### src/nns_ram.sv
// Generic single-port RAM with registered read data.
// No dependencies.
module nns_ram #(
  parameter int WIDTH = 16,
  parameter int DEPTH = 128
) (
  input  logic                     clk,
  input  logic                     we,
  input  logic [$clog2(DEPTH)-1:0] addr,
  input  logic [WIDTH-1:0]         wdata,
  output logic [WIDTH-1:0]         rdata
);

  logic [WIDTH-1:0] mem [DEPTH];

  // Write and registered read on the one port.
  always_ff @(posedge clk) begin
    if (we) begin
      mem[addr] <= wdata;
    end
    rdata <= mem[addr];
  end

endmodule

### config.mk
export PLATFORM = sky130hd
export DESIGN_NAME = nns_ram
export DESIGN_NICKNAME = d
export VERILOG_FILES = /design/src/nns_ram.sv
export SDC_FILE = /design/constraint.sdc
export NUM_CORES = 2
export LEC_CHECK = 0
export ABC_AREA = 1
export BUFFER_PORTS_ARGS = -buffer_cell sky130_fd_sc_hd__buf_2
export CAP_MARGIN = 25
export CORE_MARGIN = 2
export CORE_UTILIZATION = 68
export CTS_CLUSTER_SIZE = 40
export DETAILED_ROUTE_END_ITERATION = 16
export GPL_ROUTABILITY_DRIVEN = 0
export PLACE_DENSITY_LB_ADDON = 0.25
export SLEW_MARGIN = 30
export SYNTH_ARGS = -nofsm -noshare
export SYNTH_HDL_FRONTEND = slang
export SYNTH_SLANG_ARGS = --single-unit
### constraint.sdc
create_clock -name clk -period 6.6 [get_ports clk]
set_input_delay 1.32 -clock clk [delete_from_list [all_inputs] [get_ports clk]]
set_output_delay 1.32 -clock clk [all_outputs]
set_load 0.02 [all_outputs]
# --- Word-level counts from Yosys, hierarchy flattened ---
# Memories as Yosys holds them, arrays and structs flattened. A register that Yosys moved wholly into a read port is not among the register bits.
# Index checks and enable logic that the tools add are counted.
op_classes:
  mux: 2
op_table:
  columns: ["op", "count"]
  rows:
  - ["$mux 1", 2]
totals:
  ramBits: 2048
  wordCells: 3
  n_memories: 1
  out_inout_bits: 16
  inputBits: 25
  reg_bits: 0
mem_list:
  columns: ["memory", "depth", "width", "rd", "rd_ports_with_merged_regs", "write_ports", "line_no", "text"]
  rows:
  - ["mem", 128, 16, 1, 1, 1, "14", "logic [WIDTH-1:0] mem [DEPTH];"]

# --- Depth between registers and ports, before layout ---
logic_depth:
  ltp_word: 2
  depth_mapped: 17
  depth_no_buf: 13

# --- Worst setup path after synthesis ---
# OpenSTA, ideal clock, no wires.
synth_timing:
  path_type: "in2reg"
  startpoint: "input port addr[1]"
  endpoint: "memory mem[104][0] (enable)"
  n_path_buf: 4
  setup_ns: 0.388
  required_time_ns: 6.212
  path_slack_ns: 3.081
  cell_stages: 9
  arrival_ns: 3.131
  path_cell_list: "buf_2 buf_2 buf_4 nor2_4 inv_1 nor2_1 nand2_1 buf_2 nor2_1"
synth_rtl:
  columns: ["element", "line_no", "text"]
  rows:
  - ["start: declaration", "9", "input logic [$clog2(DEPTH)-1:0] addr,"]
  - ["end: declaration", "14", null]
# No word-level cell before the write port.

# --- Final worst setup path ---
layout_timing:
  startpoint: "input port addr[2]"
  endpoint: "memory mem[28][9] (enable)"
# No word-level cell before the write port.

==> flow_metrics.py <==
metrics = {
    "place": {
        "hpwl_um": 121900,
        "postPlaceCellArea_mm2": 0.08894,
        "io_buffers": 40,
    },
    "route": {
        "antenna_left": 0,
        "first_pass_iters": 7,
        "viasPerCell": 5.819,
        "wl_met3_um": 30210,
        "vias": 60710,
        "wl_met2_um": 105500,
        "wl_per_cell_um": 21.79,
        "highest_layer": "met5",
        "first_iter_violations": 8749,
        "met1Wirelength_um": 80970,
        "wirelength_um": 227300,
        "drc_errors": 0,
    },
    "finish": {
        "drive_above_1_share_pct": 5.975,
        "fill_cells": 7940,
        "stdcell_area_mm2": 0.09516,
        "area_growth_pct": 9.443,
        "nNetsFinal": 8634,
    },
    "floorplan": {
        "rows": 131,
        "pin_count": 41,
        "initial_core_util_pct": 68.36,
        "dieArea_mm2": 0.1307,
        "die_h_um": 361.6,
        "core_mm2": 0.1272,
        "die_w_um": 361.6,
    },
    "synth": {
        "avgSynthCellArea_um2": 10.09,
        "synthArstFlopShare_pct": 0,
        "synth_nets": 8644,
        "synth_seq_cells": 2064,
        "synth_compound_area_share_pct": 0.08059,
        "synth.distinct_cells": 19,
        "netlist_instances": 8619,
        "ys_warn_count": 0,
        "synth_edf_count": 2048,
        "synth_flop_cell": "edfxtp_1",
        "syn_area_mm2": 0.08695,
        "synthAdderAreaFrac_pct": 0,
        "synthSimpleGateAreaFrac_pct": 26.16,
        "ys_seq_area_share_pct": 71.10,
        "synth_xor_xnor_area_share_pct": 0,
        "muxShareOfSynthArea_pct": 0,
        "synth_top_family_by_area": "simple AND/OR/NAND/NOR gates",
    },
    "outcome": {
        "status": "completed",
    },
    "clock_tree": {
        "cts_sinks": 2064,
        "cts_setup_buffers": 0,
        "cts_tree": "done",
        "cts_hold_buf": 0,
        "clk_path_buf_depth": 3,
        "cts-buffers-inserted": 195,
        "clk_pin_slew_worst_paths_ps": 60,
        "htreeDepth": 4,
        "clockRootBuffer": "clkbuf_16",
        "worstSkewPairLatency_ps": 840,
        "cts_resized": 0,
    },
    "pwr": {
        "peakVddDrop_mv": 0.2923,
        "p_leak_uw": 0.04007,
        "p_total_uw": 27150,
        "power_density_mw_per_mm2": 285.3,
    },
    "global_routing": {
        "grt_pass1_wl_um": 342200,
        "grt.total_usage_pct": 34.90,
        "grt.overflow.total": 0,
        "antenna_found_initial": 10,
        "grt_max_degree": 191,
        "first_global_vias": 58870,
    },
    "sta": {
        "setup_tns_ps": 0,
        "hold_viol_final": 0,
        "relSlewSlack_pct": 20.15,
        "period_minus_slack_ps": 4079,
        "fin_crit_sh_pct": 61.80,
        "setup_viol_count_final": 0,
        "worst_clock_skew_ps": 32.39,
        "fmax_mhz": 245.2,
        "final_max_slew_viol_count": 0,
        "grt_setup_unrepaired": "false",
        "tightest_slew_ps": 1198,
    },
    "critical_path": {
        "crit_arrival_ps": 4620,
        "cp-end-kind": "register",
        "required_ps": 7140,
        "critical_path_class": "in -> reg",
        "r2r_setup_slack_ps": 4560,
        "critPathMaxFanout": 84,
        "startpoint_type": "input port",
    },
    "worst_hold_path": {
        "worstHoldPathType": "reg -> reg",
    },
    "run": {
        "cap_violations": 0,
    },
}
## worst paths after layout
path	startpoint	to	cells after the start
hold reg to reg	mem[32][14]	rdata[14]	9
hold / removal	mem[32][14]	rdata[14]	9
setup reg to reg	mem[52][6]	rdata[6]	12
setup / recovery	addr[2]	mem[28][9]	8
## cells in the final DEF (no fill, tap or decap)
cell,netlist,final
clkinv_16,0,2
clkinv_2,0,38
clkbuf_1,137,51
inv_8,0,3
clkinv_4,0,1
edfxtp_1,2048,2048
nand2_2,0,2
o21ai_0,5,5
nand2_1,5668,5666
clkbuf_8,0,2
buf_16,0,1
nand4_1,1,1
or2_2,12,12
nand3_1,28,28
o211ai_1,2,2
buf_8,0,3
inv_2,4,2
dfxtp_1,16,16
buf_6,5,7
nor2_1,323,314
buf_2,251,21
inv_6,0,4
clkinv_1,2,41
a21oi_1,6,6
inv_1,68,68
buf_4,16,175
nor2_2,0,7
buf_12,0,19
clkbuf_16,0,200
inv_16,0,1
clkinv_8,0,1
nor2_4,3,5
bufinv_16,0,14
diode_2,0,1
clkinvlp_4,0,4
## sequential cells by signal, indices dropped and copies added, names as in the netlist
signal and cells:
mem 2048, rdata 16
## stage by stage
step | hold WS [ps] | utilization (%) | cells | setup WS [ps]
floorplan | 725.1 | - | 8619 | 3081
global placement | 863.4 | 69.90 | 10070 | 1134
detailed placement | 871.6 | 69.92 | 10070 | 1823
CTS | 895.1 | 74.76 | 10430 | 2706
global route | 977.2 | 74.81 | 10430 | 2402
finish | 913.6 | 74.81 | 10430 | 2521
## routing by layer
metal,vias to the layer above,GRT usage (%)
li1,27690,-
met1,28390,47.45
met2,3966,54.37
met3,643,7.918
met4,18,16.34
met5,-,0
## where the power goes
group	switching (µW)	leakage, µW	internal [µW]
Combinational	1370	0.0185	375
Sequential	39.9	0.0185	14500
Clock	4770	0.00301	6120
## cells in the mapped netlist (6+ instances only)
library cell | n | area, µm²
nand2_1 | 5668 | 21280
edfxtp_1 | 2048 | 61500
nand3_1 | 28 | 140.1
or2_2 | 12 | 75.07
buf_1 | 24 | 90.09
buf_4 | 16 | 120.1
dfxtp_1 | 16 | 320.3
a21oi_1 | 6 | 30.03
nor2_1 | 323 | 1212
inv_1 | 68 | 255.2
buf_2 | 251 | 1256
clkbuf_1 | 137 | 514.2
## final cells by class
type,instances,area (µm²),area share (%)
clock buffers,253,5224,5.490
well taps,1662,2079,2.185
repair buffers,226,1951,2.050
multi-input cells,6048,22850,24.01
flip-flops and latches,2064,61820,64.97
diodes,1,2.502,0.002630
inverters,74,300.3,0.3156
clock inverters,105,930.9,0.9783
## logic make-up (layout without fill, tap and decap cells)
group / after synthesis / after routing
AO/OA/AOI/OAI: 13 / 13
buffers and inverters: 507 / 658
other: 0 / 1
AND/OR/NAND/NOR: 6035 / 6035
flip-flops: 2064 / 2064
## critical path, stage by stage
cell	delay, ps
buf_8	570
inv_8	340
nor2_4	410
inv_1	130
nor2_1	210
nand2_2	580
nor2_1	630
buf_4	310
Note: power is estimated with default switching activity, not from simulation.
