File: src/nns_sqrt.sv
// Iterative integer square root, one result bit per cycle.
// No dependencies.
module nns_sqrt #(
  parameter int NW = 40
) (
  input  logic                   clk,
  input  logic                   rst,
  input  logic                   start,
  input  logic [NW-1:0]          n,
  output logic [(NW+1)/2-1:0]    root,
  output logic                   done
);

  localparam int RW = (NW + 1) / 2;
  localparam int SW = 2 * RW;
  localparam int CNW = $clog2(RW + 1);

  logic [SW-1:0]  rem;
  logic [SW-1:0]  acc;
  logic [SW-1:0]  bitv;
  logic [SW-1:0]  trial;
  logic [CNW-1:0] cnt;
  logic           busy;

  assign trial = acc + bitv;
  assign root  = acc[RW-1:0];

  // Control: step counter and done pulse.
  always_ff @(posedge clk) begin
    if (rst) begin
      busy <= 1'b0;
      done <= 1'b0;
      cnt  <= '0;
    end else begin
      done <= 1'b0;
      if (start) begin
        busy <= 1'b1;
        cnt  <= CNW'(RW);
      end else if (busy) begin
        cnt <= cnt - 1'b1;
        if (cnt == CNW'(1)) begin
          busy <= 1'b0;
          done <= 1'b1;
        end
      end
    end
  end

  // Datapath: one trial subtraction per step.
  always_ff @(posedge clk) begin
    if (start) begin
      rem  <= SW'(n);
      acc  <= '0;
      bitv <= SW'(1) << (SW - 2);
    end else if (busy) begin
      if (rem >= trial) begin
        rem <= rem - trial;
        acc <= (acc >> 1) + bitv;
      end else begin
        acc <= acc >> 1;
      end
      bitv <= bitv >> 2;
    end
  end

endmodule

File: config.mk
export PLATFORM = sky130hd
export DESIGN_NAME = nns_sqrt
export DESIGN_NICKNAME = d
export VERILOG_FILES = /design/src/nns_sqrt.sv
export SDC_FILE = /design/constraint.sdc
export NUM_CORES = 1
export LEC_CHECK = 0
export BUFFER_PORTS_ARGS = -buffer_cell sky130_fd_sc_hd__buf_2
export CORE_MARGIN = 1.5
export CORE_UTILIZATION = 25
export DETAILED_ROUTE_END_ITERATION = 16
export HOLD_SLACK_MARGIN = 0.03
export PLACE_DENSITY = 0.47
export SLEW_MARGIN = 25
export SYNTH_ARGS = -nofsm -noshare
export SYNTH_HDL_FRONTEND = slang
export SYNTH_SLANG_ARGS = --single-unit
export TNS_END_PERCENT = 100
File: constraint.sdc
create_clock -name clk -period 9.1 [get_ports clk]
set_input_delay 0.455 -clock clk [delete_from_list [all_inputs] [get_ports clk]]
set_output_delay 0.455 -clock clk [all_outputs]
set_load 0.01 [all_outputs]
# ---- Word level (Yosys, flattened, before mapping)
# Cells that the tools add are included.
# W data, S select, Z words.
dict set report totals {
  out_inout_bits 21
  reg_bits 107
}
dict set report classes {
  add_sub_neg 4
  n_bitwise 1
  muxes 10
  n_eq_ne 1
  n_reduce_logical 5
  magnitude_cmp 1
}
# cell n
set ops {}
lappend ops {{$mux W40} 4}
lappend ops {{$add A39 B39 Y40} 1}
lappend ops {{$add A40 B39 Y40} 1}
lappend ops {{$ge A40 B40 Y1} 1}
lappend ops {{$sub A40 B40 Y40} 1}
lappend ops {{$mux W5} 2}
lappend ops {{$eq A5 B1 Y1 const B} 1}
lappend ops {{$sub A5 B1 Y5 const B} 1}
lappend ops {{$mux W1} 4}
lappend ops {{$reduce_bool A2 Y1} 2}
lappend ops {{$reduce_or A3 Y1} 1}
lappend ops {{$reduce_and A2 Y1} 1}
lappend ops {{$reduce_or A2 Y1} 1}
lappend ops {{$not A1 Y1} 1}

# ---- Longest topological paths before layout
dict set report logic_depth {
  depth_word 5
  ltp_mapped 23
}

# ---- Worst setup path before layout
# Ideal clock, no wire load.
dict set report synth_timing {
  kind {reg-to-reg}
  start {reg acc[0]}
  end {reg rem[0], enable pin}
  setup_ns 0.493
  path_buffers 3
  path_stages_with_launch 20
  period_less_slack_ns 7.586
  arrival_ns 7.093
  slack_ns 1.514
  required_ns 8.607
  path_cell_list {dfxtp_1 -> ha_1 -> ha_1 -> a21oi_1 -> o21ai_0 -> a31oi_1 -> o211ai_1 -> a211o_1 -> a31o_2 -> a32oi_1 -> xor2_1 -> ha_1 -> clkbuf_1 -> nand4_1 -> or4_1 -> a311o_1 -> and2_4 -> buf_2 -> buf_2 -> o21ai_0}
}
dict set report synth_via {
  elab_chain_cells 4
}
# item line
set synth_lines {}
lappend synth_lines {{from (decl)} 19} ;# logic [SW-1:0] acc;
lappend synth_lines {{from (signal assigned)} 58} ;# acc <= (acc >> 1) + bitv;
lappend synth_lines {{from (signal assigned)} 60} ;# acc <= acc >> 1;
lappend synth_lines {{$add A40 B39 Y40} 25} ;# assign trial = acc + bitv;
lappend synth_lines {{$ge A40 B40 Y1} 56} ;# if (rem >= trial) begin
lappend synth_lines {{$reduce_bool A2 Y1 (no line)} n/a}
lappend synth_lines {{$reduce_and A2 Y1 (no line)} n/a}
lappend synth_lines {{to (signal assigned)} 52} ;# rem <= SW'(n);
lappend synth_lines {{to (signal assigned)} 57} ;# rem <= rem - trial;
lappend synth_lines {{to (decl)} 18} ;# logic [SW-1:0] rem;
# No other way between the ends.
# A chain may end at the register's enable or synchronous reset.

# ---- Final worst setup path
dict set report layout_timing {
  start {reg acc[0]}
  end {reg rem[38], enable pin}
}
# The elaborated chain is that of the path after synthesis.

==> results.rst <==
.. list-table::
   :header-rows: 1

   * - Metric
     - Value
   * - Worst endpoint required time
     - 9.11 ns
   * - VDD IR-drop max
     - 119 uV
   * - Fin worst setup slack
     - 2.77 ns
   * - Global router's overall resource usage
     - 14.6%
   * - Worst reg-to-reg path cell count
     - 17
   * - Synth top area cells
     - sky130_fd_sc_hd__dfxtp_1, sky130_fd_sc_hd__edfxtp_1, sky130_fd_sc_hd__ha_1, sky130_fd_sc_hd__o21ai_0, sky130_fd_sc_hd__nor2_1
   * - Final ANT Viol Nets
     - 0
   * - Fraction of synthesis flops using an asynchronous set or reset pin
     - 0%
   * - Worst relative slew slack
     - 47.0%
   * - Initial Util
     - 25.3%
   * - Sum of overflow across all layers after global routing
     - 0
   * - Maximum number of pins on one net before global-route repair
     - 70
   * - Kind of end point of the critical path
     - register
   * - Minimum clock period
     - 6.33 ns
   * - Maximum clock frequency
     - 0.158 GHz
   * - Hold bufs inserted after CTS
     - 0
   * - Area of the core
     - 0.0376 sq mm
   * - Per-instance average area after synthesis
     - 8.03 sq um
   * - Sink count of the clock tree
     - 107
   * - Least-Margin Pin Slew
     - 0.793 ns
   * - Final cell count without fillers
     - 1,696
   * - Count of state elements after synthesis
     - 107
   * - Synth Flop Type
     - sky130_fd_sc_hd__dfxtp_1
   * - Gpl congestion
     - 0.838
   * - Total number of yosys warnings
     - 0
   * - Die Area
     - 0.0393 sq mm
   * - Number of vias per cell
     - 5.07
   * - Class of the worst hold path
     - input pin to register
   * - Startpoint kind of the worst setup timing path
     - register
   * - Global-route wire length before repair
     - 45.3 mm
   * - Skew-Pair Late Insertion Delay
     - 0.37 ns
   * - Average wire per standard cell
     - 16.7 microns
   * - Share of the clock period used by the worst path after layout
     - 69.6%
   * - Number of ports placed on the die boundary
     - 64
   * - Vias in the first global route
     - 8,148
   * - Count of H-tree levels built during CTS
     - 3
   * - Number of CTS-inserted buffers
     - 9
   * - Worst setup slack after placement
     - 2.74 ns
   * - Part of the Yosys area used for sequential elements
     - 26.7%
   * - Distinct cell type count after synthesis
     - 71
   * - Ant. Diodes
     - 0
   * - Number of flops mapped to enable cells by yosys
     - 40
   * - Site Rows
     - 71
   * - DR vias
     - 8,596
   * - Resized Gates After CTS
     - 0
   * - Area of the mapped netlist
     - 0.00952 sq mm
   * - Final net count
     - 1,308
   * - Ratio of total power to cell area
     - 272 mW/mm^2
   * - Width of the chip
     - 198 microns
   * - Share of layout cells above drive strength 1
     - 9.62%
   * - Reported leakage power
     - 0.00391 uW
   * - Number of buffers on the longest clock path
     - 2
   * - Number of violations of the max-capacitance limit
     - 0
   * - Port buffer count
     - 63
   * - Result of the run
     - finished, final reports clean
   * - Type of the worst setup path
     - register to register
   * - Cell type with the highest aggregate area in the netlist
     - sky130_fd_sc_hd__dfxtp_1
   * - Crit path max fanout
     - 50
   * - Pins over their slew limit
     - 0
   * - Estimated wirelength of the detail-placed design
     - 21.5 mm
   * - CTS tree
     - done
   * - Synthesis-to-finish area growth
     - 9.25%
   * - Setup Fix Bufs, Post-CTS
     - 0
   * - Number of cells on the worst hold path
     - 2
   * - Root cell of the clock tree
     - sky130_fd_sc_hd__clkbuf_16
   * - Total Neg Setup Slack
     - 0 ns
   * - Detailed Route Iter0 Violations
     - 677
   * - Final Hold Viols
     - 0
   * - Clock edge transition at the registers on the reported setup and hold paths
     - 0.08 ns
   * - DRC errors left
     - 0
   * - Post-route clock skew
     - 0.00879 ns
   * - Final Routed Wirelength
     - 28.4 mm
   * - Finish-stage setup viols
     - 0
   * - Unrepaired setup endpoints after global routing
     - no
   * - Area share of the largest cell type after synthesis
     - 14.1%
   * - Die extent in y
     - 198 microns
   * - Antenna violations before repair
     - 0
   * - Total placed cells including tap cells
     - 1,680
   * - Net count after synthesis
     - 1,314
   * - Number of instances in the synthesized netlist
     - 1,186
   * - Number of search-and-repair iterations in the first detailed-routing pass
     - 5
   * - Data arrival time at the worst-slack endpoint
     - 6.34 ns
## layer usage
layer / track usage, % / wire length [microns]
met5: 0 / 0
met3: 1.46 / 768
met4: 3.96 / 438
met2: 22.6 / 12400
met1: 21.4 / 14800
## cell usage after synthesis, types with 11 or more instances
cell type                  count
sky130_fd_sc_hd__nor2_1      124
sky130_fd_sc_hd__nand2_1     119
sky130_fd_sc_hd__o21ai_0      93
sky130_fd_sc_hd__ha_1         84
sky130_fd_sc_hd__a21oi_1      81
sky130_fd_sc_hd__dfxtp_1      67
sky130_fd_sc_hd__clkbuf_1     47
sky130_fd_sc_hd__edfxtp_1     40
sky130_fd_sc_hd__xnor2_1      38
sky130_fd_sc_hd__xor2_1       37
sky130_fd_sc_hd__a31oi_1      35
sky130_fd_sc_hd__mux2i_1      30
sky130_fd_sc_hd__inv_1        28
sky130_fd_sc_hd__a21o_1       23
sky130_fd_sc_hd__a311oi_1     23
sky130_fd_sc_hd__buf_4        23
sky130_fd_sc_hd__nand4_1      19
sky130_fd_sc_hd__nand3_1      17
sky130_fd_sc_hd__nor3_1       17
sky130_fd_sc_hd__o31ai_1      17
sky130_fd_sc_hd__or3_1        17
sky130_fd_sc_hd__o21bai_1     16
sky130_fd_sc_hd__a211oi_1     14
sky130_fd_sc_hd__and3_1       11
## sequential cells by signal (all words and copies together), names as in the netlist
| name | count |
|---|---|
| busy | 1 |
| acc | 40 |
| cnt | 5 |
| bitv | 20 |
| rem | 40 |
| done | 1 |
## final timing paths
path                          to  slack, ns                 from
min reg2reg  cnt[1]$_SDFFE_PP0P_       0.50  cnt[1]$_SDFFE_PP0P_
min              busy$_SDFF_PP0_       0.35                  rst
max reg2reg    rem[38]$_DFFE_PP_       2.77  acc[0]$_SDFFE_PP0P_
max            rem[38]$_DFFE_PP_       2.77  acc[0]$_SDFFE_PP0P_
## critical path: stages, from the launching register on
cell and delay [ns]:
sky130_fd_sc_hd__dfxtp_1 0.34, sky130_fd_sc_hd__ha_1 0.22, sky130_fd_sc_hd__ha_1 0.21, sky130_fd_sc_hd__a21oi_1 0.26, sky130_fd_sc_hd__o21ai_0 0.24, sky130_fd_sc_hd__a31oi_1 0.43, sky130_fd_sc_hd__o211ai_1 0.24, sky130_fd_sc_hd__a211o_1 0.32
sky130_fd_sc_hd__a31o_2 0.31, sky130_fd_sc_hd__nor4b_1 0.16, sky130_fd_sc_hd__a2111oi_0 0.50, sky130_fd_sc_hd__ha_1 0.31, sky130_fd_sc_hd__nand4_1 0.20, sky130_fd_sc_hd__or4_1 0.62, sky130_fd_sc_hd__a311o_1 0.51, sky130_fd_sc_hd__and2_4 0.39
sky130_fd_sc_hd__o21ai_4 0.18, sky130_fd_sc_hd__buf_4 0.46
## layout by cell type, fill, tap and decap left out, types with 19 or more instances in the layout
cell type                  instances
sky130_fd_sc_hd__nand4_1          19
sky130_fd_sc_hd__dfxtp_1          66
sky130_fd_sc_hd__inv_1            28
sky130_fd_sc_hd__a21o_1           23
sky130_fd_sc_hd__o21ai_0          92
sky130_fd_sc_hd__a31oi_1          35
sky130_fd_sc_hd__a311oi_1         23
sky130_fd_sc_hd__xor2_1           37
sky130_fd_sc_hd__ha_1             84
sky130_fd_sc_hd__nor2_1          124
sky130_fd_sc_hd__mux2i_1          30
sky130_fd_sc_hd__nand2_1         119
sky130_fd_sc_hd__xnor2_1          38
sky130_fd_sc_hd__buf_2            62
sky130_fd_sc_hd__edfxtp_1         40
sky130_fd_sc_hd__a21oi_1          81
## cell families after synthesis
family,count (synthesis),share of synthesized area (%)
flops,107,26.7
compound gates,393,27.4
xor+xnor,75,6.90
mux,36,3.86
simple gates,375,18.3
fa+ha+maj,85,11.2
buf+inv,115,5.64
## power by group
group | internal (uW) | switching [uW]
clock | 205 | 205
combinational | 639 | 1030
sequential | 653 | 106
## stage by stage
| step | hold slack, ns | instance area [sq um] | utilization (%) | total power, uW |
|---|---|---|---|---|
| 2_1_floorplan | 0.465 | 9520 | - | 2040 |
| 3_3_place_gp | 0.486 | 10100 | 26.9 | 2430 |
| 3_5_place_dp | 0.488 | 10100 | 26.9 | 2420 |
| 4_1_cts | 0.328 | 10400 | 27.7 | 2850 |
| 5_1_grt | 0.357 | 10400 | 27.7 | 3080 |
| 6_report | 0.347 | 10400 | 27.7 | 2830 |
## cell type report
cell class | instances | area [sq um]
fillers | 4068 | 27200
repair buffers | 70 | 370
clock buffers | 11 | 254
flip-flops and latches | 107 | 2550
multi-input cells | 964 | 6460
inverters | 28 | 105
well taps | 511 | 639
clock inverters | 5 | 33.8
(Power assumes the default switching activity.)
