===== src/nns_div.sv =====
// Iterative restoring divider, one quotient bit per cycle.
// No dependencies.
module nns_div #(
  parameter int NW = 56,
  parameter int DW = 40
) (
  input  logic          clk,
  input  logic          rst,
  input  logic          start,
  input  logic [NW-1:0] num,
  input  logic [DW-1:0] den,
  output logic [NW-1:0] quo,
  output logic          done
);

  localparam int CNW = $clog2(NW + 1);

  logic [NW-1:0]  num_r;
  logic [DW-1:0]  den_r;
  logic [DW-1:0]  rem;
  logic [DW:0]    rem_shift;
  logic [CNW-1:0] cnt;
  logic           busy;

  assign rem_shift = {rem, num_r[NW-1]};

  // Control: step counter and done pulse.
  always_ff @(posedge clk) begin
    if (rst) begin
      busy <= 1'b0;
      done <= 1'b0;
      cnt  <= '0;
    end else begin
      done <= 1'b0;
      if (start) begin
        busy <= 1'b1;
        cnt  <= CNW'(NW);
      end else if (busy) begin
        cnt <= cnt - 1'b1;
        if (cnt == CNW'(1)) begin
          busy <= 1'b0;
          done <= 1'b1;
        end
      end
    end
  end

  // Datapath: shift in one numerator bit, compare and subtract.
  always_ff @(posedge clk) begin
    if (start) begin
      num_r <= num;
      den_r <= den;
      rem   <= '0;
      quo   <= '0;
    end else if (busy) begin
      num_r <= num_r << 1;
      if (rem_shift >= {1'b0, den_r}) begin
        rem <= DW'(rem_shift - {1'b0, den_r});
        quo <= {quo[NW-2:0], 1'b1};
      end else begin
        rem <= rem_shift[DW-1:0];
        quo <= {quo[NW-2:0], 1'b0};
      end
    end
  end

endmodule


===== config.mk =====
export PLATFORM = sky130hd
export DESIGN_NAME = nns_div
export DESIGN_NICKNAME = d
export VERILOG_FILES = /design/src/nns_div.sv
export SDC_FILE = /design/constraint.sdc
export NUM_CORES = 1
export LEC_CHECK = 0
export BUFFER_PORTS_ARGS = -buffer_cell sky130_fd_sc_hd__buf_2
export CAP_MARGIN = 20
export CELL_PAD_IN_SITES_DETAIL_PLACEMENT = 0
export CELL_PAD_IN_SITES_GLOBAL_PLACEMENT = 1
export CORE_MARGIN = 2
export CORE_UTILIZATION = 45
export DETAILED_ROUTE_END_ITERATION = 7
export HOLD_SLACK_MARGIN = 0.1
export PLACE_DENSITY = 0.86
export SETUP_SLACK_MARGIN = 0.02
export SYNTH_ARGS = -nofsm -noshare
export SYNTH_HDL_FRONTEND = slang
export SYNTH_SLANG_ARGS = --single-unit

===== constraint.sdc =====
create_clock -name clk -period 3.6 [get_ports clk]
set_input_delay 0.36 -clock clk [delete_from_list [all_inputs] [get_ports clk]]
set_output_delay 0.36 -clock clk [all_outputs]
set_load 0.01 [all_outputs]

== Word level (Yosys, flattened, before mapping) ==
Index checks and enable logic that the tools add are counted.
Operators by class
  $add $sub $neg: 2
  magnitude comparators: 1
  equality and inequality tests: 1
  muxes and demuxes: 10
  bitwise gates (word level): 1
  reduce and logical (&&, ||, !) cells: 3
Operator list (count)
  $mux 56: 2
  $ge 41x40->1: 1
  $mux 40: 1
  $sub 40x40->40: 1
  $mux 6: 2
  $eq 6x1->1 const B: 1
  $sub 6x1->6 const B: 1
  $mux 1: 5
  $reduce_or 3->1: 1
  $reduce_bool 2->1: 1
  $reduce_or 2->1: 1
  $not 1->1: 1
Word-level totals
  register bits: 200
  bits of input ports: 99
  output and inout bits: 57
  word-level logic and storage cells: 26

== Logic depth before layout (Yosys ltp) ==
Gate-level depths: netlist (run 1).
  word-level depth: 4
  depth in mapped cells: 13
  mapped depth without buffers: 12

== Worst setup path after synthesis (run 1) ==
OpenSTA, ideal clock, no wires.
  path type: reg-to-reg
  start: register den_r[13]
  end: register rem[26]
  library setup time: 0.079 ns
  data arrival time: 2.813 ns
  required time: 3.521 ns
  setup slack: 0.708 ns
  stages on the path, launching flop included: 13
  buffers on the path: 1
  period minus slack after synthesis: 2.892 ns
  path through: edfxtp_1 > inv_1 > ha_1 > clkbuf_1 > and4_1 > or4b_2 > o22ai_1 > nor4_1 > a21oi_1 > o21ai_0 > a31oi_1 > mux2_2 > o211ai_1
On the way
  longest elaborated chain between the ends: 2
  elaborated cells on any way between the ends: 3
  classes of those cells: add/sub (1); order compare (1); mux (1)
Ends and longest elaborated chain
  start, declared: line 19  | logic [DW-1:0] den_r;
  start signal, assigned: line 52  | den_r <= den;
  $sub 40x40->40 / $ge 41x40->1 (equally long branches): line 58, 57
  $mux 40 *: line 57  | if (rem_shift >= {1'b0, den_r}) begin
  end signal, assigned: line 58  | rem <= DW'(rem_shift - {1'b0, den_r});
  end signal, assigned: line 61  | rem <= rem_shift[DW-1:0];
  end, declared: line 20  | logic [DW-1:0] rem;
Mark *: on every way between the ends. The rest lies on a longest branch, timed or not.
A chain may end at the register's enable or synchronous reset.

== Worst setup path after layout (run 1) ==
  start: register den_r[4]
  end: register rem[26]
Same word-level chain as after synthesis.

==> out/qor.csv, run 1 <==
metric,value,unit
status,"finished, final reports clean",
fraction of layout cells with a size suffix above 1,22.9,%
Unique masters post-synth,58,
setup ws final,322,ps
CTS sink count,200,
RePlAce Congestion,0.883,
clk slew on worst S/H paths,80,ps
Leak,5.06,nW
Post-synth EDFFs,96,
Initial DRC Count,377,
Synth Instances,962,
Slew HR,41.7,%
Worst-Margin Slew,874,ps
Critical Path RT,3970,ps
Clock Latency Late Sink,450,ps
TritonCTS clock tree,yes,
Layout Area Growth over Synthesis,20.5,%
# H-tree levels,4,
DPL Wire Length,15300,um
DRT Pass-1 Iters,5,
CP max FO,22,
pwr/cell area,476,mW/mm2
Synth Register Bits,200,
Hold Path Stages,1,
TNS Setup,0,ps
Layout fillers,1979,
Post-DRT Antenna Nets,0,
Die ar.,0.0234,mm2
fin crit period,3280,ps
"commonest cells after routing, fill and taps aside","buf_2, nor2_1, dfxtp_1",
Synth Cell Area,0.00999,mm2
global-route wire length before repair,36500,um
CP arrival,3650,ps
fin. max-slew vios,0,
simple-gate share of the synthesized area,11.9,%
largest net degree at the start of global routing,95,
crit path capture type,flop,
Final Hold Fails,0,
Via density,5.22,
Synth area leaders,"edfxtp_1, dfxtp_1, mux2i_1",
"Seq/Total Area, Yosys",49.7,%
multi-input logic area,0.00463,mm2
initial core utilization,45.8,%
die height,153,um
CTS-repair resized insts,0,
clock buffer depth,2,
period utilisation layout,91.1,%
predominant post-synthesis flop cell,dfxtp_1,
Max IR drop VDD,0.000379,V
Post-Syn Area per Cell,10.4,um2
Yosys top cell area share,28.9,%
post-synthesis adder-cell area fraction,5.46,%
Placeable Area,0.0218,mm2
complex-gate fraction of the synthesized area,12.2,%
Min-Delay Path Class,input pin to flop,
GR Util All Layers,18.8,%
worst setup path class,flop to flop,
fmax,305,MHz
clock root buffer,clkbuf_16,
Worst R2R Path Depth,13,
Overflow after GRT,0,
Setup WS pre-CTS,318,ps
"wirelength, routed",21900,um
clock buffer count from CTS,17,
Register Area,0.00497,mm2
Wirelength per Cell,15.3,um
"commonest non-fill, non-tap cell in the layout",buf_2,
Ys Warns,0,
clk_skew,11.9,ps
Yosys top cell by area,edfxtp_1,
XOR/XNOR share of the synthesized area,3.51,%
vias in the first global route,7328,
asr flop ratio synth,0,%
RSZ-0062 raised after global routing,no,
Final nets,1274,
Ports,156,
Max Cap Viol,0,
largest family of logic cells by synthesized area,multiplexers,
placement row count,54,
Port Buffer Count,155,
mux contribution to synthesized area,13.3,%
die width,153,um
# DRC,0,
net count after synthesis,1104,
antenna violations before repair,2,
vias,7439,
Worst setup SP type,flop,
# setup viols final,0,
==> logic make-up after synthesis <==
group	after synthesis
xor gates and xnor gates	40
muxes	126
AOI/OAI and AO/OA	188
DFF	200
and+or+nand+nor	265
buffers and inverters	100
adders and majority gates	43
==> synthesized netlist by cell type (all sizes together), types with 6 or more instances <==
master and n:
mux2 57, xnor2 22, inv 47, nor2 120, buf 17, ha 42
nand2 67, a21o 12, mux2i 69, o21ai 55, nor3 15, and3 6
nand4 10, dfxtp 104, a211oi 35, clkbuf 36, a21oi 44, nand3 10
xor2 18, nor2b 8, edfxtp 96
==> power breakdown <==
| group | total [W] | switching (W) | internal, W |
|---|---|---|---|
| sequential | 0.00263 | 0.0000785 | 0.00255 |
| combinational | 0.00111 | 0.000607 | 0.000498 |
| clock | 0.00199 | 0.00102 | 0.000964 |
==> state kept, by name, summed over array words and instances, names as in the netlist <==
signal,cells
num_r,56
quo,56
den_r,40
rem,40
cnt,6
busy,1
done,1
==> final timing paths <==
| kind | startpoint | end | slack [ps] |
|---|---|---|---|
| max | den_r[4] | rem[26] | 320 |
| min | den[15] | den_r[15] | 100 |
| max reg2reg | den_r[4] | rem[26] | 320 |
| min reg2reg | rem[23] | rem[23] | 490 |
==> per-stage QoR <==
stage / power [W] / cells / utilization (%) / area [um2] / hold WS (ps)
finish: 0.00573 / 1426 / 55.1 / 12000 / 103
global route: 0.00600 / 1425 / 55.1 / 12000 / 100
CTS: 0.00577 / 1422 / 55.0 / 12000 / 100
detailed placement: 0.00375 / 1354 / 50.5 / 11000 / 475
global placement: 0.00373 / 1353 / 50.4 / 11000 / 462
floorplan: 0.00347 / 962 / - / 9990 / 446
==> critical path: stages, from the launching register on <==
cell and delay (ps):
edfxtp_1 330, inv_1 40, ha_1 350, and2_1 220
o211ai_1 130, a2111o_1 470, a311oi_2 290, o21ai_1 180
o41ai_4 380, buf_4 180, buf_12 160, nand3_1 90
mux2_2 280, o211ai_1 80
==> layer usage <==
| metal | global-route usage, % | part of all wire, % |
|---|---|---|
| met5 | 0 | 0 |
| met4 | 4.76 | 1.3 |
| met3 | 6.12 | 6.9 |
| met2 | 29.4 | 44 |
| met1 | 25.4 | 48 |
==> final cells by class <==
type                       count  share of cell area [%]
sequential                   200                    41.3
multi-input combinational    662                    38.5
timing repair buffer         204                    10.6
clock buffer                  18                    3.57
tap                          280                    2.91
clock inverter                14                    1.60
inverter                      47                    1.47
antenna                        1                  0.0208
==> timing repair <==
item                       CTS  global route
hold endpoints to repair    36             1
setup buffers                0             2
setup endpoints to repair    0             1
hold buffers                36             1
No activity file was read; power rests on OpenSTA's default activity.
==> run 2: changes to the inputs <==
Settings changed: CORE_UTILIZATION 45 to 30, PLACE_DENSITY 0.86 to 0.63.
==> out/qor.csv, run 2 (synthesis gave the netlist of run 1 again) <==
metric,value,unit
crit path from,den_r[4],
Int Pwr,0.00406,W
RR Endpoint,rem[0],
vias in the first global route,7520,
multi-input logic area,0.00463,mm2
sequential group share of total power,45.5,%
delay of the slowest critical-path stage,490,ps
fin crit period,3310,ps
switching pwr,0.00172,W
# H-tree levels,4,
Worst setup SP type,flop,
GR Util All Layers,14.1,%
met3 global-route usage,5.30,%
clk_skew,12.8,ps
RePlAce Congestion,0.810,
Final Hold Fails,0,
Worst-Margin Slew,767,ps
# setup viols final,0,
Worst R2R Path Depth,11,
Overflow after GRT,0,
CP arrival,3680,ps
Leak,5.04,nW
Initial DRC Count,380,
Max IR drop VDD,0.000346,V
CTS sink count,200,
largest net degree at the start of global routing,64,
period utilisation layout,92.0,%
Max Cap Viol,0,
fin. max-slew vios,0,
worst setup path class,flop to flop,
die width,186,um
Layout fillers,3319,
clock buffer count from CTS,17,
Final Total Pwr,0.00577,W
Clock Latency Late Sink,450,ps
placed cell area,0.0112,mm2
fraction of layout cells with a size suffix above 1,23.0,%
setup ws final,288,ps
initial core utilization,30.6,%
reg-to-reg setup timing slack,290,ps
Comb pwr share,19.3,%
met2 Usage GRT,22.3,%
Ports,156,
# DRC,0,
Die ar.,0.0348,mm2
antenna violations before repair,8,
Min-Delay Path Class,input pin to flop,
Final nets,1272,
clock buffer depth,2,
Critical Path End,rem[0],
Critical Path RT,3970,ps
clk slew on worst S/H paths,80,ps
GR Util met1,18.5,%
CP max FO,35,
RSZ-0062 raised after global routing,yes,
Largest regs,"num_r: 56 flops, quo: 56 flops",
status,"finished, final reports clean",
clock share of power,35.2,%
Port Buffer Count,155,
Slew HR,48.9,%
Wirelength per Cell,15.2,um
pwr/cell area,473,mW/mm2
"commonest non-fill, non-tap cell in the layout",buf_2,
Via density,4.70,
DRT Pass-1 Iters,4,
placement row count,66,
post-CTS setup buffers,0,
Register Area,0.00497,mm2
gr busiest metal,met2,
fmax,302,MHz
global-route wire length before repair,40000,um
DPL Wire Length,17100,um
Setup WS pre-CTS,330,ps
clock root buffer,clkbuf_16,
"commonest cells after routing, fill and taps aside","buf_2, nor2_1, dfxtp_1",
TritonCTS clock tree,yes,
Switching Fraction,29.7,%
FF-to-FF Start,den_r[4],
critical path's slowest cell,a2111o_1,
Post-DRT Antenna Nets,0,
Placeable Area,0.0326,mm2
final instance area,0.0122,mm2
crit path capture type,flop,
Layout Area Growth over Synthesis,22.2,%
"wirelength, routed",24200,um
vias,7469,
Final Core Density,37.4,%
die height,186,um
worst-path cell chain,"inv_1, ha_1, and2_1, o211ai_1, a2111o_1, a311oi_2, o21ai_1, o41ai_4, buf_12, mux2_2, a211oi_1",
## run 2: changes by cell type in the layout (fill, tap and decap cells not counted), sizes merged
cell,delta
dlygate4sd3,-3
bufinv,+1
diode,+4
clkbuf,-1
buf,+1
clkinv,+1
inv,-1
## run 2: worst max-delay path: cells and delay by family (launching register included)
kind / cells / cell delay [ps]
compound gates: 6 / 1680
fa+ha+maj: 1 / 350
mux: 1 / 350
flops: 1 / 330
buf+inv: 2 / 300
simple gates: 1 / 220
## run 2: per-stage QoR
step                      TNS (ps)  cells  hold WS, ps
after floorplan                  0    962          446
after global placement           0   1519          465
after detailed placement         0   1519          482
after CTS                        0   1585          102
after global routing         -3.25   1587          102
final                            0   1590          114
## run 2: timing repair
action	in CTS	in global routing
endpoints found under the setup margin	0	1
resized for setup	0	1
hold buffers	34	0
hold endpoints to repair	34	0
## run 2: worst min path at each step
| stage | start | to | slack, ps | cells past startpoint |
|---|---|---|---|---|
| 3_5_place_dp | quo[55] | quo[55] | 480 | 2 |
| 5_1_grt | den[14] | den_r[14] | 100 | 1 |
| 2_1_floorplan | rem[22] | rem[22] | 450 | 2 |
| 3_3_place_gp | rem[22] | rem[22] | 470 | 2 |
| 4_1_cts | den[12] | den_r[12] | 100 | 1 |
| 6_report | den[12] | den_r[12] | 110 | 1 |
## run 2: area by class of cell
| type | count | share of cell area [%] |
|---|---|---|
| sequential | 200 | 40.7 |
| multi-input combinational | 662 | 38.0 |
| timing repair buffer | 202 | 10.1 |
| tap | 442 | 4.53 |
| clock buffer | 17 | 3.49 |
| clock inverter | 15 | 1.62 |
| inverter | 47 | 1.45 |
| antenna | 5 | 0.103 |
## run 2: routing by layer
layer | vias up | part of all wire (%)
li1 | 3793 | -
met1 | 3505 | 47
met2 | 142 | 44
met3 | 23 | 7.2
met4 | 6 | 0.79
met5 | - | 0.18
## run 2: power groups by stage
stage | registers (W) | clock network [W] | logic (W)
CTS | 0.00263 | 0.00211 | 0.00112
global placement | 0.00268 | 0 | 0.00109
floorplan | 0.00265 | 0 | 0.000817
detailed placement | 0.00268 | 0 | 0.00109
finish | 0.00263 | 0.00203 | 0.00111
global route | 0.00265 | 0.00218 | 0.00125
